## config.mk

```make
export PLATFORM = sky130hd
export DESIGN_NAME = lfsf_scan
export DESIGN_NICKNAME = d
export VERILOG_FILES = /design/src/rtl/lfsf_pkg.sv /design/src/rtl/lfsf_scan.sv
export SDC_FILE = /design/constraint.sdc
export NUM_CORES = 1
export LEC_CHECK = 0
export BUFFER_PORTS_ARGS = -buffer_cell sky130_fd_sc_hd__buf_4
export CAP_MARGIN = 20
export CORE_UTILIZATION = 30
export CTS_CLUSTER_DIAMETER = 100
export DETAILED_ROUTE_END_ITERATION = 7
export SLEW_MARGIN = 20
export SYNTH_ARGS = -nofsm -noshare
export SYNTH_HDL_FRONTEND = slang
export SYNTH_SLANG_ARGS = --single-unit
```

## constraint.sdc

```tcl
create_clock -name clk -period 6.6 [get_ports clk]
set_input_delay 0.33 -clock clk [delete_from_list [all_inputs] [get_ports clk]]
set_output_delay 0.33 -clock clk [all_outputs]
set_load 0.1 [all_outputs]
```

## src/rtl/lfsf_pkg.sv

```systemverilog
`timescale 1ns / 1ps
`default_nettype none
package lfsf_pkg;

  // defaults for the top level parameters
  localparam int MAX_COLS_DEF = 1024;
  localparam int MAX_ROWS_DEF = 1024;

  // fixed field widths
  localparam int CFG_W     = 11;
  localparam int SIDE_W    = 11;
  localparam int ROW_OUT_W = 10;
  localparam int COL_OUT_W = 10;
  localparam int IN_DATA_W = 8;
  localparam int OUT_DATA_W = 32;
  localparam int APB_DATA_W = 32;
  localparam int APB_ADDR_W = 3;

  localparam logic [CFG_W-1:0] ROW_WIDTH_RST = 11'd1024;

  // register word index (paddr[2])
  localparam logic REG_ROW_WIDTH = 1'b0;

  // per-cell control flags that travel from the scan counters into the dp stage
  typedef struct packed {
    logic last;
    logic first_row;
    logic col_zero;
    logic overflow;
  } lfsf_tag_t;

endpackage
`default_nettype wire

```

## src/rtl/lfsf_scan.sv

```systemverilog
`timescale 1ns / 1ps
`default_nettype none
module lfsf_scan #(
  parameter int MAX_COLS = lfsf_pkg::MAX_COLS_DEF,
  parameter int MAX_ROWS = lfsf_pkg::MAX_ROWS_DEF,
  localparam int CW = $clog2(MAX_COLS),
  localparam int RW = $clog2(MAX_ROWS)
) (
  input  wire logic                       clk,
  input  wire logic                       rst_n,
  input  wire logic                       accept,
  input  wire logic                       last,
  input  wire logic [lfsf_pkg::CFG_W-1:0] row_width,
  output logic      [CW-1:0]              col_r,
  output logic      [RW-1:0]              row_r,
  output logic                            first_row_r,
  output logic                            overflow_r
);

  localparam int CMPW = (CW + 1 > lfsf_pkg::CFG_W) ? CW + 1 : lfsf_pkg::CFG_W;

  logic [CW:0] col_inc;
  logic        wrap;

  assign col_inc = {1'b0, col_r} + 1'b1;
  // a width of zero wraps every cell, like a width of one
  assign wrap = (CMPW'(col_inc) >= CMPW'(row_width)) ||
                (CMPW'(col_inc) >= CMPW'(MAX_COLS));

  always_ff @(posedge clk) begin
    if (!rst_n) begin
      col_r       <= '0;
      row_r       <= '0;
      first_row_r <= 1'b1;
      overflow_r  <= 1'b0;
    end else if (accept) begin
      if (last) begin
        col_r       <= '0;
        row_r       <= '0;
        first_row_r <= 1'b1;
        overflow_r  <= 1'b0;
      end else if (wrap) begin
        col_r       <= '0;
        first_row_r <= 1'b0;
        if (row_r >= RW'(MAX_ROWS - 1)) begin
          overflow_r <= 1'b1;
        end else begin
          row_r <= row_r + 1'b1;
        end
      end else begin
        col_r <= col_inc[CW-1:0];
      end
    end
  end

endmodule
`default_nettype wire

```

==> results.sh <==
export IMPL_outcome="finished with violations"
export IMPL_violations="DRC"
export IMPL_via_count=1330
export IMPL_fin_tns_setup_ns=0
export IMPL_synth_top_cell_by_area="dfxtp_1"
export IMPL_syn_num_nets=196
export IMPL_ant_nets=0
export IMPL_synthArstFlopShare_pct=0
export IMPL_cap_violations=0
export IMPL_fin_crit_ns=2.90
export IMPL_slew_violations=0
export IMPL_synth_area_top_cells="dfxtp_1 (30%), ha_1 (11%), a32o_1 (5.5%), xnor2_1 (4.8%), nand2_1 (3.9%)"
export IMPL_synth_edff_count=0
export IMPL_slew_headroom_pct=58.2
export IMPL_synth_commonest_cells="dfxtp_1 (22), nand2_1 (15), ha_1 (13), inv_1 (13), nor2_1 (10)"
export IMPL_die_w_um=71.4
export IMPL_sw_frac_of_total_pct=24.5
export IMPL_yosysWarnings=0
export IMPL_num_io_pins=37
export IMPL_skew_ns=0.0104
export IMPL_worst_pin_slew_ns=0.625
export IMPL_post_cts_buffers=0
export IMPL_nFillCells=484
export IMPL_intPower_mw=0.231
export IMPL_netlist_area_um2=1450
export IMPL_grt_max_degree=22
export IMPL_grt_pass1_wl_mm=5.51
export IMPL_crit_arrival_ns=3.06
export IMPL_grt_overflow=0
export IMPL_reg2reg_from="col_r[2]"
export IMPL_avgRoutedWirePerCell_um=12.9
export IMPL_fmax_mhz=345
export IMPL_hold_path_class="input pin to register"
export IMPL_irDropWorstVdd_mv=0.0766
export IMPL_cts_sinks=22
export IMPL_fp_dieH_um=71.4
export IMPL_worst_ep_required_time_ns=6.76
export IMPL_avgSynthCellArea_um2=8.60
export IMPL_cts_max_level=1
export IMPL_dp_cells=250
export IMPL_numCtsBuffers=3
export IMPL_start_kind="register"
export IMPL_crit_fanout=14
export IMPL_cpMaxStageDelayCell="dfxtp_1"
export IMPL_combPwrFrac_pct=14.6
export IMPL_worstSetupStartpoint="col_r[2]"
export IMPL_cts_hold_buf=0
export IMPL_antenna_found_initial=0
export IMPL_cpPeakStageDelay_ns=0.39
export IMPL_power_frac_seq_pct=44.4
export IMPL_cellLeakagePower_nw=0.857
export IMPL_grt_pass1_vias=1217
export IMPL_clock_latency_ns=0.26
export IMPL_synth_top_area_share_pct=30.5
export IMPL_area_delta_synth_final_pct=25.5
export IMPL_drt_iter0_drc=98
export IMPL_synth_distinct_cells=41
export IMPL_crit_type="register to register"
export IMPL_yosysMostFrequentCell="dfxtp_1"
export IMPL_clockPowerShare_pct=41.0
export IMPL_drc=1
export IMPL_coreArea_um2=4500
export IMPL_portBuffers=36
export IMPL_gp_congestion=0.763
export IMPL_dieArea_um2=5100
export IMPL_finalCritPeriodShare_pct=43.9
export IMPL_final_nets=231
export IMPL_setup_viol=0
export IMPL_hold_path_startpoint="rst_n"
export IMPL_synth_seq_cells=22
export IMPL_drt_vias_per_instance=5.24
export IMPL_row_count=24
export IMPL_final_cell_count_no_fill=254
export IMPL_initial_core_util_pct=32.1
export IMPL_hold_viol=0
export IMPL_grt_use_total_pct=13.4
export IMPL_power_density_nw_per_um2=169
export IMPL_endpoint_kind="register"
export IMPL_p_switching_mw=0.0750
export IMPL_hpwl_mm=2.46
export IMPL_diodes=0
export IMPL_cts_resized=0
export IMPL_ctsLongestPathBuffers=2
export IMPL_cts_tree="yes"
export IMPL_dr_pass1_iters=6
export IMPL_synthCells=168
export IMPL_ys_flop_type="dfxtp_1"
export IMPL_grt_setup_unrepaired="no"
export IMPL_layout_drive_gt1_share_pct=23.3
export IMPL_seq_area_frac_synth_pct=30.5
export IMPL_clockRootBuffer="clkbuf_8"
export IMPL_routed_wirelength_mm=3.29
export IMPL_path_clk_slew_ns=0.09
export IMPL_cp_cell_sequence="and2_2 > and4_1 > nand3_1 > xnor2_1 > ha_1 > and3_1 > a221oi_2 > o21ai_2 > a22oi_4 > nor2_1 > o221a_2"
worst max-delay path: cells and delay by family (launching register included):
family                     cells  cell delay [ns]
xor gates and xnor gates       1             0.23
and+or+nand+nor                5             0.88
adders and majority gates      1             0.27
AOI/OAI and AO/OA              4             1.03
DFF                            1             0.39
sequential cells by signal, summed over array words and instances (netlist names):
signal,cells
overflow_r,1
row_r,10
first_row_r,1
col_r,10
cell families (layout without fill, tap and decap cells):
| kind of cell | count (synthesis) | after routing | share of synthesized area [%] |
|---|---|---|---|
| flip-flops | 22 | 22 | 30.5 |
| buffers and inverters | 19 | 53 | 5.97 |
| adder cells (fa/ha/maj) | 13 | 13 | 11.3 |
| AO/OA/AOI/OAI | 46 | 46 | 25.3 |
| AND/OR/NAND/NOR | 58 | 58 | 21.0 |
| XOR/XNOR | 10 | 10 | 6.06 |
cell type report:
cell class	instances	area [um^2]	area share, %
clock buffer	3	41.3	2.28
clock inverter	1	30.0	1.66
timing repair buffer	36	270	14.9
inverter	13	48.8	2.69
tap	52	65.1	3.59
multi-input combinational	127	918	50.6
sequential	22	440	24.3
layer usage:
metal / GRT usage (%) / wire [um]
met1: 19.1 / 1740
met2: 21.4 / 1400
met3: 2.25 / 120
met4: 2.67 / 22
met5: 0 / 0
placed cells by master, fill, tap and decap left out, drive strengths merged, types with 3 or more instances in the layout:
cell,Yosys,final
xnor2,8,8
and2,3,3
nor2,10,10
a32o,8,8
ha,13,13
a21o,3,3
inv,13,13
nand2,15,15
o22ai,4,4
nand3b,3,3
o21ai,7,7
a21oi,6,6
a31oi,6,6
buf,4,36
and3,6,6
clkbuf,2,3
nand3,7,7
and4,3,3
nand4,6,6
dfxtp,22,22
final timing paths:
check                      to  slack [ns]  cells after the start
setup / recovery     row_r[6]        3.70                     11
hold / removal       row_r[6]        0.42                      2
setup reg to reg     row_r[6]        3.70                     11
hold reg to reg   first_row_r        0.49                      1
through the flow:
stage	setup WS, ns	util (%)	instance area [um^2]	power [mW]	hold WS, ns
3_3_place_gp	3.78	38.7	1740	0.183	0.468
3_5_place_dp	3.68	38.7	1740	0.184	0.457
2_1_floorplan	3.11	-	1450	0.171	0.580
4_1_cts	3.70	40.3	1810	0.309	0.413
5_1_grt	3.50	40.3	1810	0.319	0.422
6_report	3.70	40.3	1810	0.306	0.424
power by group through the flow:
stage / registers, mW / logic, mW / clock network [mW]
2_1_floorplan: 0.150 / 0.0209 / 0
3_3_place_gp: 0.139 / 0.0443 / 0
3_5_place_dp: 0.139 / 0.0446 / 0
4_1_cts: 0.136 / 0.0448 / 0.129
5_1_grt: 0.136 / 0.0489 / 0.134
6_report: 0.136 / 0.0445 / 0.126
Power figures use the tool's default switching activity.
