==> src/rtl/lfsf_pkg.sv <==
`timescale 1ns / 1ps
`default_nettype none
package lfsf_pkg;

  // defaults for the top level parameters
  localparam int MAX_COLS_DEF = 1024;
  localparam int MAX_ROWS_DEF = 1024;

  // fixed field widths
  localparam int CFG_W     = 11;
  localparam int SIDE_W    = 11;
  localparam int ROW_OUT_W = 10;
  localparam int COL_OUT_W = 10;
  localparam int IN_DATA_W = 8;
  localparam int OUT_DATA_W = 32;
  localparam int APB_DATA_W = 32;
  localparam int APB_ADDR_W = 3;

  localparam logic [CFG_W-1:0] ROW_WIDTH_RST = 11'd1024;

  // register word index (paddr[2])
  localparam logic REG_ROW_WIDTH = 1'b0;

  // per-cell control flags that travel from the scan counters into the dp stage
  typedef struct packed {
    logic last;
    logic first_row;
    logic col_zero;
    logic overflow;
  } lfsf_tag_t;

endpackage
`default_nettype wire

==> src/rtl/lfsf_dp.sv <==
`timescale 1ns / 1ps
`default_nettype none
module lfsf_dp #(
  parameter int MAX_COLS = lfsf_pkg::MAX_COLS_DEF,
  parameter int MAX_ROWS = lfsf_pkg::MAX_ROWS_DEF,
  localparam int CW = $clog2(MAX_COLS),
  localparam int RW = $clog2(MAX_ROWS),
  localparam int SW = $clog2(MAX_COLS + 1)
) (
  input  wire logic                           clk,
  input  wire logic                           rst_n,
  // scan side
  input  wire logic                           s0_fire,
  input  wire logic                           s0_free,
  input  wire logic [CW-1:0]                  s0_col,
  input  wire logic [RW-1:0]                  s0_row,
  input  wire lfsf_pkg::lfsf_tag_t            s0_tag,
  output logic                                stall,
  // line store
  input  wire logic [SW-1:0]                  mem_rd_data,
  output logic                                mem_wr_en,
  output logic      [CW-1:0]                  mem_wr_addr,
  output logic      [SW-1:0]                  mem_wr_data,
  // result
  output logic                                out_valid_r,
  input  wire logic                           out_ready,
  output logic      [lfsf_pkg::SIDE_W-1:0]    out_side_r,
  output logic      [lfsf_pkg::ROW_OUT_W-1:0] out_row_r,
  output logic      [lfsf_pkg::COL_OUT_W-1:0] out_col_r,
  output logic                                out_ovf_r
);

  logic                s1_valid_r;
  logic                s1_free_r;
  logic [CW-1:0]       s1_col_r;
  logic [RW-1:0]       s1_row_r;
  lfsf_pkg::lfsf_tag_t s1_tag_r;
  logic                s1_fwd_r;
  logic [SW-1:0]       s1_fwd_data_r;

  logic [SW-1:0] left_r;
  logic [SW-1:0] diag_r;
  logic [SW-1:0] best_size_r;
  logic [RW-1:0] best_row_r;
  logic [CW-1:0] best_col_r;

  logic [SW-1:0] up;
  logic [SW-1:0] left;
  logic [SW-1:0] diag;
  logic [SW-1:0] m2;
  logic [SW-1:0] m3;
  logic [SW-1:0] size;
  logic          s1_fire;
  logic          better;
  logic          load_out;

  always_comb begin
    if (s1_tag_r.first_row) begin
      up = '0;
    end else if (s1_fwd_r) begin
      up = s1_fwd_data_r;
    end else begin
      up = mem_rd_data;
    end
    left = s1_tag_r.col_zero ? '0 : left_r;
    diag = (s1_tag_r.col_zero || s1_tag_r.first_row) ? '0 : diag_r;
    m2   = (up < left) ? up : left;
    m3   = (m2 < diag) ? m2 : diag;
    size = s1_free_r ? SW'(m3 + 1'b1) : '0;
  end

  assign stall    = s1_valid_r && s1_tag_r.last && out_valid_r && !out_ready;
  assign s1_fire  = s1_valid_r && !stall;
  assign better   = !s1_tag_r.overflow && (size > best_size_r);
  assign load_out = s1_fire && s1_tag_r.last;

  assign mem_wr_en   = s1_fire;
  assign mem_wr_addr = s1_col_r;
  assign mem_wr_data = size;

  // stage 1 register, with a bypass for a read of the column being written
  always_ff @(posedge clk) begin
    if (!rst_n) begin
      s1_valid_r <= 1'b0;
    end else if (s0_fire) begin
      s1_valid_r <= 1'b1;
    end else if (s1_fire) begin
      s1_valid_r <= 1'b0;
    end
  end

  always_ff @(posedge clk) begin
    if (s0_fire) begin
      s1_free_r     <= s0_free;
      s1_col_r      <= s0_col;
      s1_row_r      <= s0_row;
      s1_tag_r      <= s0_tag;
      s1_fwd_r      <= s1_fire && (s1_col_r == s0_col);
      s1_fwd_data_r <= size;
    end
  end

  // neighbor sizes and best tracking
  always_ff @(posedge clk) begin
    if (!rst_n) begin
      left_r      <= '0;
      diag_r      <= '0;
      best_size_r <= '0;
      best_row_r  <= '0;
      best_col_r  <= '0;
    end else if (s1_fire) begin
      if (s1_tag_r.last) begin
        left_r      <= '0;
        diag_r      <= '0;
        best_size_r <= '0;
        best_row_r  <= '0;
        best_col_r  <= '0;
      end else begin
        left_r <= size;
        diag_r <= up;
        if (better) begin
          best_size_r <= size;
          best_row_r  <= s1_row_r;
          best_col_r  <= s1_col_r;
        end
      end
    end
  end

  // result register
  always_ff @(posedge clk) begin
    if (!rst_n) begin
      out_valid_r <= 1'b0;
    end else if (load_out) begin
      out_valid_r <= 1'b1;
    end else if (out_ready) begin
      out_valid_r <= 1'b0;
    end
  end

  always_ff @(posedge clk) begin
    if (load_out) begin
      out_ovf_r <= s1_tag_r.overflow;
      if (better) begin
        out_side_r <= lfsf_pkg::SIDE_W'(size);
        out_row_r  <= lfsf_pkg::ROW_OUT_W'(s1_row_r);
        out_col_r  <= lfsf_pkg::COL_OUT_W'(s1_col_r);
      end else begin
        out_side_r <= lfsf_pkg::SIDE_W'(best_size_r);
        out_row_r  <= lfsf_pkg::ROW_OUT_W'(best_row_r);
        out_col_r  <= lfsf_pkg::COL_OUT_W'(best_col_r);
      end
    end
  end

  a_load_free: assert property (@(posedge clk) disable iff (!rst_n)
    load_out |-> (!out_valid_r || out_ready))
    else $error("result loaded over a waiting beat");

  a_no_accept_in_stall: assert property (@(posedge clk) disable iff (!rst_n)
    s0_fire |-> !stall)
    else $error("cell accepted while dp stage stalled");

  a_stall_holds: assert property (@(posedge clk) disable iff (!rst_n)
    stall |=> (s1_valid_r && $stable(s1_col_r)))
    else $error("stalled cell lost");

  a_best_grows: assert property (@(posedge clk) disable iff (!rst_n)
    (s1_fire && !s1_tag_r.last) |=> (best_size_r >= $past(best_size_r)))
    else $error("best size shrank within a grid");

  a_grid_end: assert property (@(posedge clk) disable iff (!rst_n)
    load_out |=> (out_valid_r && best_size_r == '0))
    else $error("grid end did not clear best");

endmodule
`default_nettype wire

==> config.mk <==
export PLATFORM = sky130hd
export DESIGN_NAME = lfsf_dp
export DESIGN_NICKNAME = d
export VERILOG_FILES = /design/src/rtl/lfsf_pkg.sv /design/src/rtl/lfsf_dp.sv
export SDC_FILE = /design/constraint.sdc
export NUM_CORES = 1
export LEC_CHECK = 0
export ABC_AREA = 0
export BUFFER_PORTS_ARGS = -buffer_cell sky130_fd_sc_hd__buf_2
export CORE_AREA = 3 3 111 113
export CTS_BUF_LIST = sky130_fd_sc_hd__clkbuf_8
export DETAILED_ROUTE_END_ITERATION = 16
export DIE_AREA = 0 0 114 116
export PLACE_DENSITY = 0.73
export SETUP_SLACK_MARGIN = 0.2
export SLEW_MARGIN = 25
export SYNTH_ARGS = -nofsm -noshare
export SYNTH_HDL_FRONTEND = slang
export SYNTH_SLANG_ARGS = --single-unit
export TNS_END_PERCENT = 100
==> constraint.sdc <==
create_clock -name clk -period 23.2 [get_ports clk]
set_clock_uncertainty 0.05 [all_clocks]
set_input_delay 2.32 -clock clk [delete_from_list [all_inputs] [get_ports clk]]
set_output_delay 2.32 -clock clk [all_outputs]
set_load 0.02 [all_outputs]
==> metrics.md, run 1 <==
| Metric | Value |
|---|---|
| Syn Inst Count | `561` |
| Initial antenna violation count | `0` |
| Hold Path Origin | `diag_r[8]$_SDFFE_PN0P_` |
| Worst r2r src | `s1_fwd_r$_DFFE_PP_` |
| Final ANT Viol Nets | `0` |
| Root Driver | `clkbuf_8` |
| Max incr delay on CP | `730 ps` |
| Final hold vios | `0` |
| # resized after CTS | `0` |
| Diodes inserted | `0` |
| Share of cells above drive strength 1 | `0.278` |
| R2R depth | `26` |
| Pin count of the biggest net entering global routing | `43` |
| WL final | `14800 µm` |
| Post-Syn Area | `6280 µm²` |
| P_leak | `2.94 nW` |
| CP Launch Type | `input pin` |
| Post-synth ARST share | `0` |
| Sequential cell area fraction in the yosys report | `0.505` |
| Worst path top cell family by delay | `simple AND/OR/NAND/NOR gates` |
| Slew Viols, Final | `0` |
| Vias in the first global route | `4622` |
| Die Y | `116 µm` |
| Placed Area | `6820 µm²` |
| Area Overhead vs Synth | `15.5%` |
| Final min period | `10600 ps` |
| Critical path buffer and inverter count | `2` |
| # DRC | `0` |
| Status | `finished clean` |
| PortBufs | `95` |
| # IOs | `96` |
| Starting density of the core | `0.550` |
| Drt pass-1 iters | `5` |
| Synth Warn # | `0` |
| Hold buffers post-CTS | `0` |
| CP cell instances | `buf_2 -> mux2i_1 -> nor2_1 -> ha_1 -> a21o_1 -> a21o_1 -> a2111oi_4 -> nand2_2 -> mux2i_1 -> ha_1 -> and3_1 -> a221o_1 -> a221oi_4 -> o211ai_2 -> o21a_4 -> mux2i_2 -> nor2_1 -> and3_1 -> nor2_1 -> nor3b_1 -> buf_2` |
| Hold path depth | `2` |
| Die X | `114 µm` |
| H-tree Lvls | `4` |
| Clock Sink Count | `124` |
| Max-slew headroom | `0.341` |
| Number of synthesized flops with an enable pin | `69` |
| Max Root-Sink Buffers | `2` |
| Seq cells post-synth | `124` |
| Synthesized Nets | `630` |
| Cell repeated most along the worst path | `nor2_1` |
| CP Data Required Time | `20830 ps` |
| RSZ-0062 raised after global routing | `no` |
| Post-CTS Setup Bufs | `0` |
| Commonest non-fill, non-tap cell in the layout | `buf_2` |
| Hold Slack | `416 ps` |
| FILL cells | `922` |
| Setup Crit Path Kind | `in -> out` |
| Worst Hold Class | `reg -> reg` |
| Slew @ Worst Pin | `985 ps` |
| Critical-path maximum fanout | `23` |
| CP Capture Type | `primary output` |
| First-pass GRT wire length | `23900 µm` |
| Slowest cell on crit path | `nor3b_1` |
| CTS tree | `done` |
| Fraction of the cycle the final worst path needs | `0.457` |
| Setup TNS | `0 ps` |
| DR vias | `4648` |
| Post-DP HPWL | `10300 µm` |
| Initial drt markers | `251` |
| WL per Instance | `18.4 µm` |
| Maximum vdd drop | `0.0670 mV` |
| Reg2reg end | `best_size_r[0]$_SDFFE_PN0P_` |
| Synth cell types | `63` |
| Syn Area/Cell | `11.2 µm²` |
| F_max | `94.4 MHz` |
| GPL Wtd Cong | `0.918` |
| Hold EP | `diag_r[8]$_SDFFE_PN0P_` |
| Max_cap viols | `0` |
| Core footprint | `11400 µm²` |
| Rows | `39` |
| Die area | `13200 µm²` |
| Pwr Density | `95.2 nW/µm²` |
| Vias per cell | `5.77` |
| Critical path arrival | `8230 ps` |
| Final instance area | `7260 µm²` |
| GRT Overall Usage | `0.232` |
| Commonest cells after routing, fill and taps aside | `buf_2 (95), edfxtp_1 (69), dfxtp_1 (55)` |
| Worst reg-to-reg setup slack | `13850 ps` |
| CTS clock-pin slew for the worst setup and hold paths | `70 ps` |
| Top FF cell, synth | `edfxtp_1` |
| Inserted Clock Buffers | `17` |
| Grt total ovfl | `0` |
| Skew-Pair Late Insertion Delay | `440 ps` |
| Setup violations, final | `0` |
| Fin nets | `719` |
## stage by stage
step	power, mW	instances	setup WS (ps)	util
floorplan	0.451	561	13760	-
global placement	0.497	772	12120	0.596
detailed placement	0.501	773	11980	0.598
CTS	0.693	805	12440	0.633
global route	0.728	806	12060	0.635
finish	0.690	806	12600	0.635
## layout make-up
class	instances	area [µm²]	share of cell area
sequential	124	3170	0.437
multi-input combinational	383	2880	0.396
timing repair buffer	98	526	0.0724
clock buffer	19	262	0.0360
tap	143	179	0.0247
clock inverter	13	143	0.0197
inverter	26	97.6	0.0135
## tightest hold or removal path, stage by stage (launching register included)
cell,delay [ps]
dfxtp_1,320
nand2_1,50
a21oi_1,50
## power breakdown
part           internal [mW]  total (mW)  switching (mW)
logic                 0.0958       0.232           0.136
registers              0.257       0.267          0.0102
clock network          0.102       0.192          0.0900
total                  0.454       0.690           0.236
## metal layers
metal  track usage  share of wire
met1         0.292           0.43
met3        0.0611          0.064
met2         0.390           0.49
met5             0              0
met4        0.0752          0.019
## logic make-up after synthesis
family / share of synthesized area
AOI/OAI and AO/OA: 0.146
xor gates and xnor gates: 0.0237
adders and majority gates: 0.0578
buffers and inverters: 0.0398
DFF: 0.505
muxes: 0.0968
and+or+nand+nor: 0.131
## worst max path at each step
stage | start | to | slack [ps] | cells past startpoint
floorplan | mem_rd_data[10] | mem_wr_data[8] | 13760 | 21
global placement | mem_rd_data[8] | best_size_r[7]$_SDFFE_PN0P_ | 12120 | 27
detailed placement | mem_rd_data[8] | best_row_r[1]$_SDFFE_PN0P_ | 11980 | 27
CTS | mem_rd_data[8] | best_size_r[0]$_SDFFE_PN0P_ | 12440 | 27
global route | mem_rd_data[8] | mem_wr_data[8] | 12060 | 21
finish | mem_rd_data[8] | mem_wr_data[8] | 12600 | 21
## registers in the layout, summed over array words and instances, names as in the netlist, 11 cells and up
| register | cells |
|---|---|
| s1_fwd_data_r | 11 |
| out_side_r | 11 |
| diag_r | 11 |
| best_size_r | 11 |
| left_r | 11 |
## cells in the mapped netlist (all sizes together) (2+ instances only)
| master | n | share of area |
|---|---|---|
| and2 | 9 | 0.0090 |
| nand3b | 5 | 0.0060 |
| or2 | 8 | 0.0080 |
| xor2 | 2 | 0.0028 |
| or3 | 4 | 0.0040 |
| a22o | 30 | 0.042 |
| nor2 | 47 | 0.028 |
| mux2i | 27 | 0.044 |
| nor2b | 5 | 0.0050 |
| o21bai | 2 | 0.0024 |
| dfxtp | 55 | 0.18 |
| ha | 29 | 0.058 |
| nand2b | 14 | 0.014 |
| nand4 | 5 | 0.0050 |
| a21oi | 28 | 0.022 |
| edfxtp | 69 | 0.33 |
| nor3 | 10 | 0.0080 |
| xnor2 | 15 | 0.021 |
| o21a | 4 | 0.0060 |
| a31oi | 2 | 0.0020 |
| inv | 25 | 0.015 |
| nand3 | 10 | 0.0080 |
| nor3b | 3 | 0.0044 |
| clkbuf | 14 | 0.0084 |
| and3 | 4 | 0.0040 |
| a21o | 6 | 0.0072 |
| nand2 | 35 | 0.022 |
| o211ai | 4 | 0.0064 |
| a2111oi | 3 | 0.0084 |
| buf | 14 | 0.016 |
| a22oi | 11 | 0.013 |
| mux2 | 29 | 0.053 |
| o21ai | 15 | 0.012 |
(Power assumes the default switching activity.)
==> inputs of run 2 (changes only) <==
- clock period: 23.2 -> 10.2 ns (I/O delays scaled with it)
==> metrics.md, run 2 (same netlist as run 1, synthesis figures left out) <==
| Metric | Value |
|---|---|
| Status | `finished clean` |
| Area Overhead vs Synth | `16.3%` |
| Grt met2 use | `0.397` |
| Grt total ovfl | `0` |
| Max_cap viols | `0` |
| P_leak | `2.97 nW` |
| Placed Area | `6830 µm²` |
| Post-CTS Setup Bufs | `0` |
| Sw frac | `0.339` |
| Slew @ Worst Pin | `1020 ps` |
| Starting density of the core | `0.550` |
| RSZ-0062 raised after global routing | `no` |
| Die area | `13200 µm²` |
| Worst reg-to-reg setup slack | `850 ps` |
| Critical path arrival | `9680 ps` |
| FILL cells | `884` |
| Vias per cell | `5.76` |
| Clock group share of total power | `0.300` |
| Commonest cells after routing, fill and taps aside | `buf_2 (95), edfxtp_1 (69), dfxtp_1 (55)` |
| Root Driver | `clkbuf_8` |
| DR vias | `4656` |
| CTS clock-pin slew for the worst setup and hold paths | `80 ps` |
| Post-DP HPWL | `10300 µm` |
| GPL Wtd Cong | `0.921` |
| Fin nets | `721` |
| Slew Viols, Final | `0` |
| Setup Crit Path Kind | `reg -> reg` |
| Initial drt markers | `298` |
| F_max | `107 MHz` |
| Met3 Use GR | `0.0695` |
| Busiest grt layer | `met2` |
| CTS tree | `done` |
| Maximum vdd drop | `0.146 mV` |
| CP Launch Type | `flip-flop` |
| PortBufs | `95` |
| CP Data Required Time | `10530 ps` |
| Final hold vios | `0` |
| Final min period | `9350 ps` |
| Net Sw Power | `0.551 mW` |
| Rows | `39` |
| Share of cells above drive strength 1 | `0.278` |
| Max-slew headroom | `0.318` |
| M1 GR Usage | `0.282` |
| Initial antenna violation count | `0` |
| WL final | `15100 µm` |
| # IOs | `96` |
| First-pass GRT wire length | `24200 µm` |
| Die X | `114 µm` |
| Skew-Pair Late Insertion Delay | `450 ps` |
| Worst Hold Class | `reg -> reg` |
| # DRC | `0` |
| Pin count of the biggest net entering global routing | `43` |
| Clock Sink Count | `124` |
| H-tree Lvls | `4` |
| Core footprint | `11400 µm²` |
| Setup TNS | `0 ps` |
| Vias in the first global route | `4816` |
| Combinational share of power | `0.327` |
| Final instance area | `7300 µm²` |
| Pwr Density | `223 nW/µm²` |
| Setup violations, final | `0` |
| Commonest non-fill, non-tap cell in the layout | `buf_2` |
| CP Capture Type | `flip-flop` |
| Critical-path maximum fanout | `42` |
| GRT Overall Usage | `0.238` |
| Fraction of the cycle the final worst path needs | `0.916` |
| Final ANT Viol Nets | `0` |
| Max incr delay on CP | `840 ps` |
| # resized after CTS | `0` |
| Max Root-Sink Buffers | `2` |
| Inserted Clock Buffers | `17` |
| Drt pass-1 iters | `5` |
| Die Y | `116 µm` |
| WL per Instance | `18.7 µm` |
| Hold buffers post-CTS | `0` |
| Flop pwr share | `0.373` |
| Slowest cell on crit path | `edfxtp_1` |
| Internal Power | `1.08 mW` |
| Diodes inserted | `0` |
==> run 2: changes by cell type in the layout (fill, tap and decap cells not counted), sizes merged <==
cell      previous run  this run
clkbuf              19        17
inv                 28        31
clkinv               6         4
buf                 98       100
bufinv               2         4
clkinvlp             3         2
==> run 2: metal layers <==
metal / share of wire / routed length (µm)
met5: 0 / 0
met1: 0.42 / 6330
met3: 0.063 / 949
met2: 0.48 / 7330
met4: 0.034 / 512
==> run 2: worst max-delay path: cells and delay by family, from the launching register on <==
kind,cells,cell delay [ps]
compound gates,12,3870
simple gates,8,2330
fa+ha+maj,3,1010
flops,1,840
mux,4,820
buf+inv,1,330
==> run 2: power groups by stage <==
stage / Sequential (mW) / Combinational [mW] / Clock (mW)
6_report: 0.607 / 0.532 / 0.487
4_1_cts: 0.607 / 0.531 / 0.495
3_3_place_gp: 0.616 / 0.517 / 0
2_1_floorplan: 0.624 / 0.400 / 0
5_1_grt: 0.611 / 0.583 / 0.518
3_5_place_dp: 0.617 / 0.525 / 0
==> run 2: layout make-up <==
| type | instances | area (µm²) | share of cell area |
|---|---|---|---|
| clock inverter | 15 | 211 | 0.0290 |
| sequential | 124 | 3170 | 0.434 |
| tap | 143 | 179 | 0.0245 |
| clock buffer | 17 | 234 | 0.0320 |
| inverter | 26 | 97.6 | 0.0134 |
| multi-input combinational | 383 | 2880 | 0.394 |
| timing repair buffer | 100 | 533 | 0.0730 |
==> run 2: final timing paths <==
kind / from / to / cells past startpoint
worst min register to register: diag_r[8]$_SDFFE_PN0P_ / diag_r[8]$_SDFFE_PN0P_ / 2
worst min-delay path: diag_r[8]$_SDFFE_PN0P_ / diag_r[8]$_SDFFE_PN0P_ / 2
worst max-delay path: s1_fwd_r$_DFFE_PP_ / best_size_r[6]$_SDFFE_PN0P_ / 28
worst max register to register: s1_fwd_r$_DFFE_PP_ / best_size_r[6]$_SDFFE_PN0P_ / 28
==> run 2: stage by stage <==
step / util / hold slack (ps) / std cells / setup WS (ps) / total power, mW
after global placement: 0.598 / 391 / 775 / 923 / 1.13
after global routing: 0.640 / 442 / 808 / 204 / 1.71
after detailed placement: 0.598 / 401 / 775 / 775 / 1.14
after floorplan: - / 377 / 561 / 2310 / 1.02
after CTS: 0.637 / 423 / 807 / 884 / 1.63
final: 0.640 / 416 / 808 / 853 / 1.63
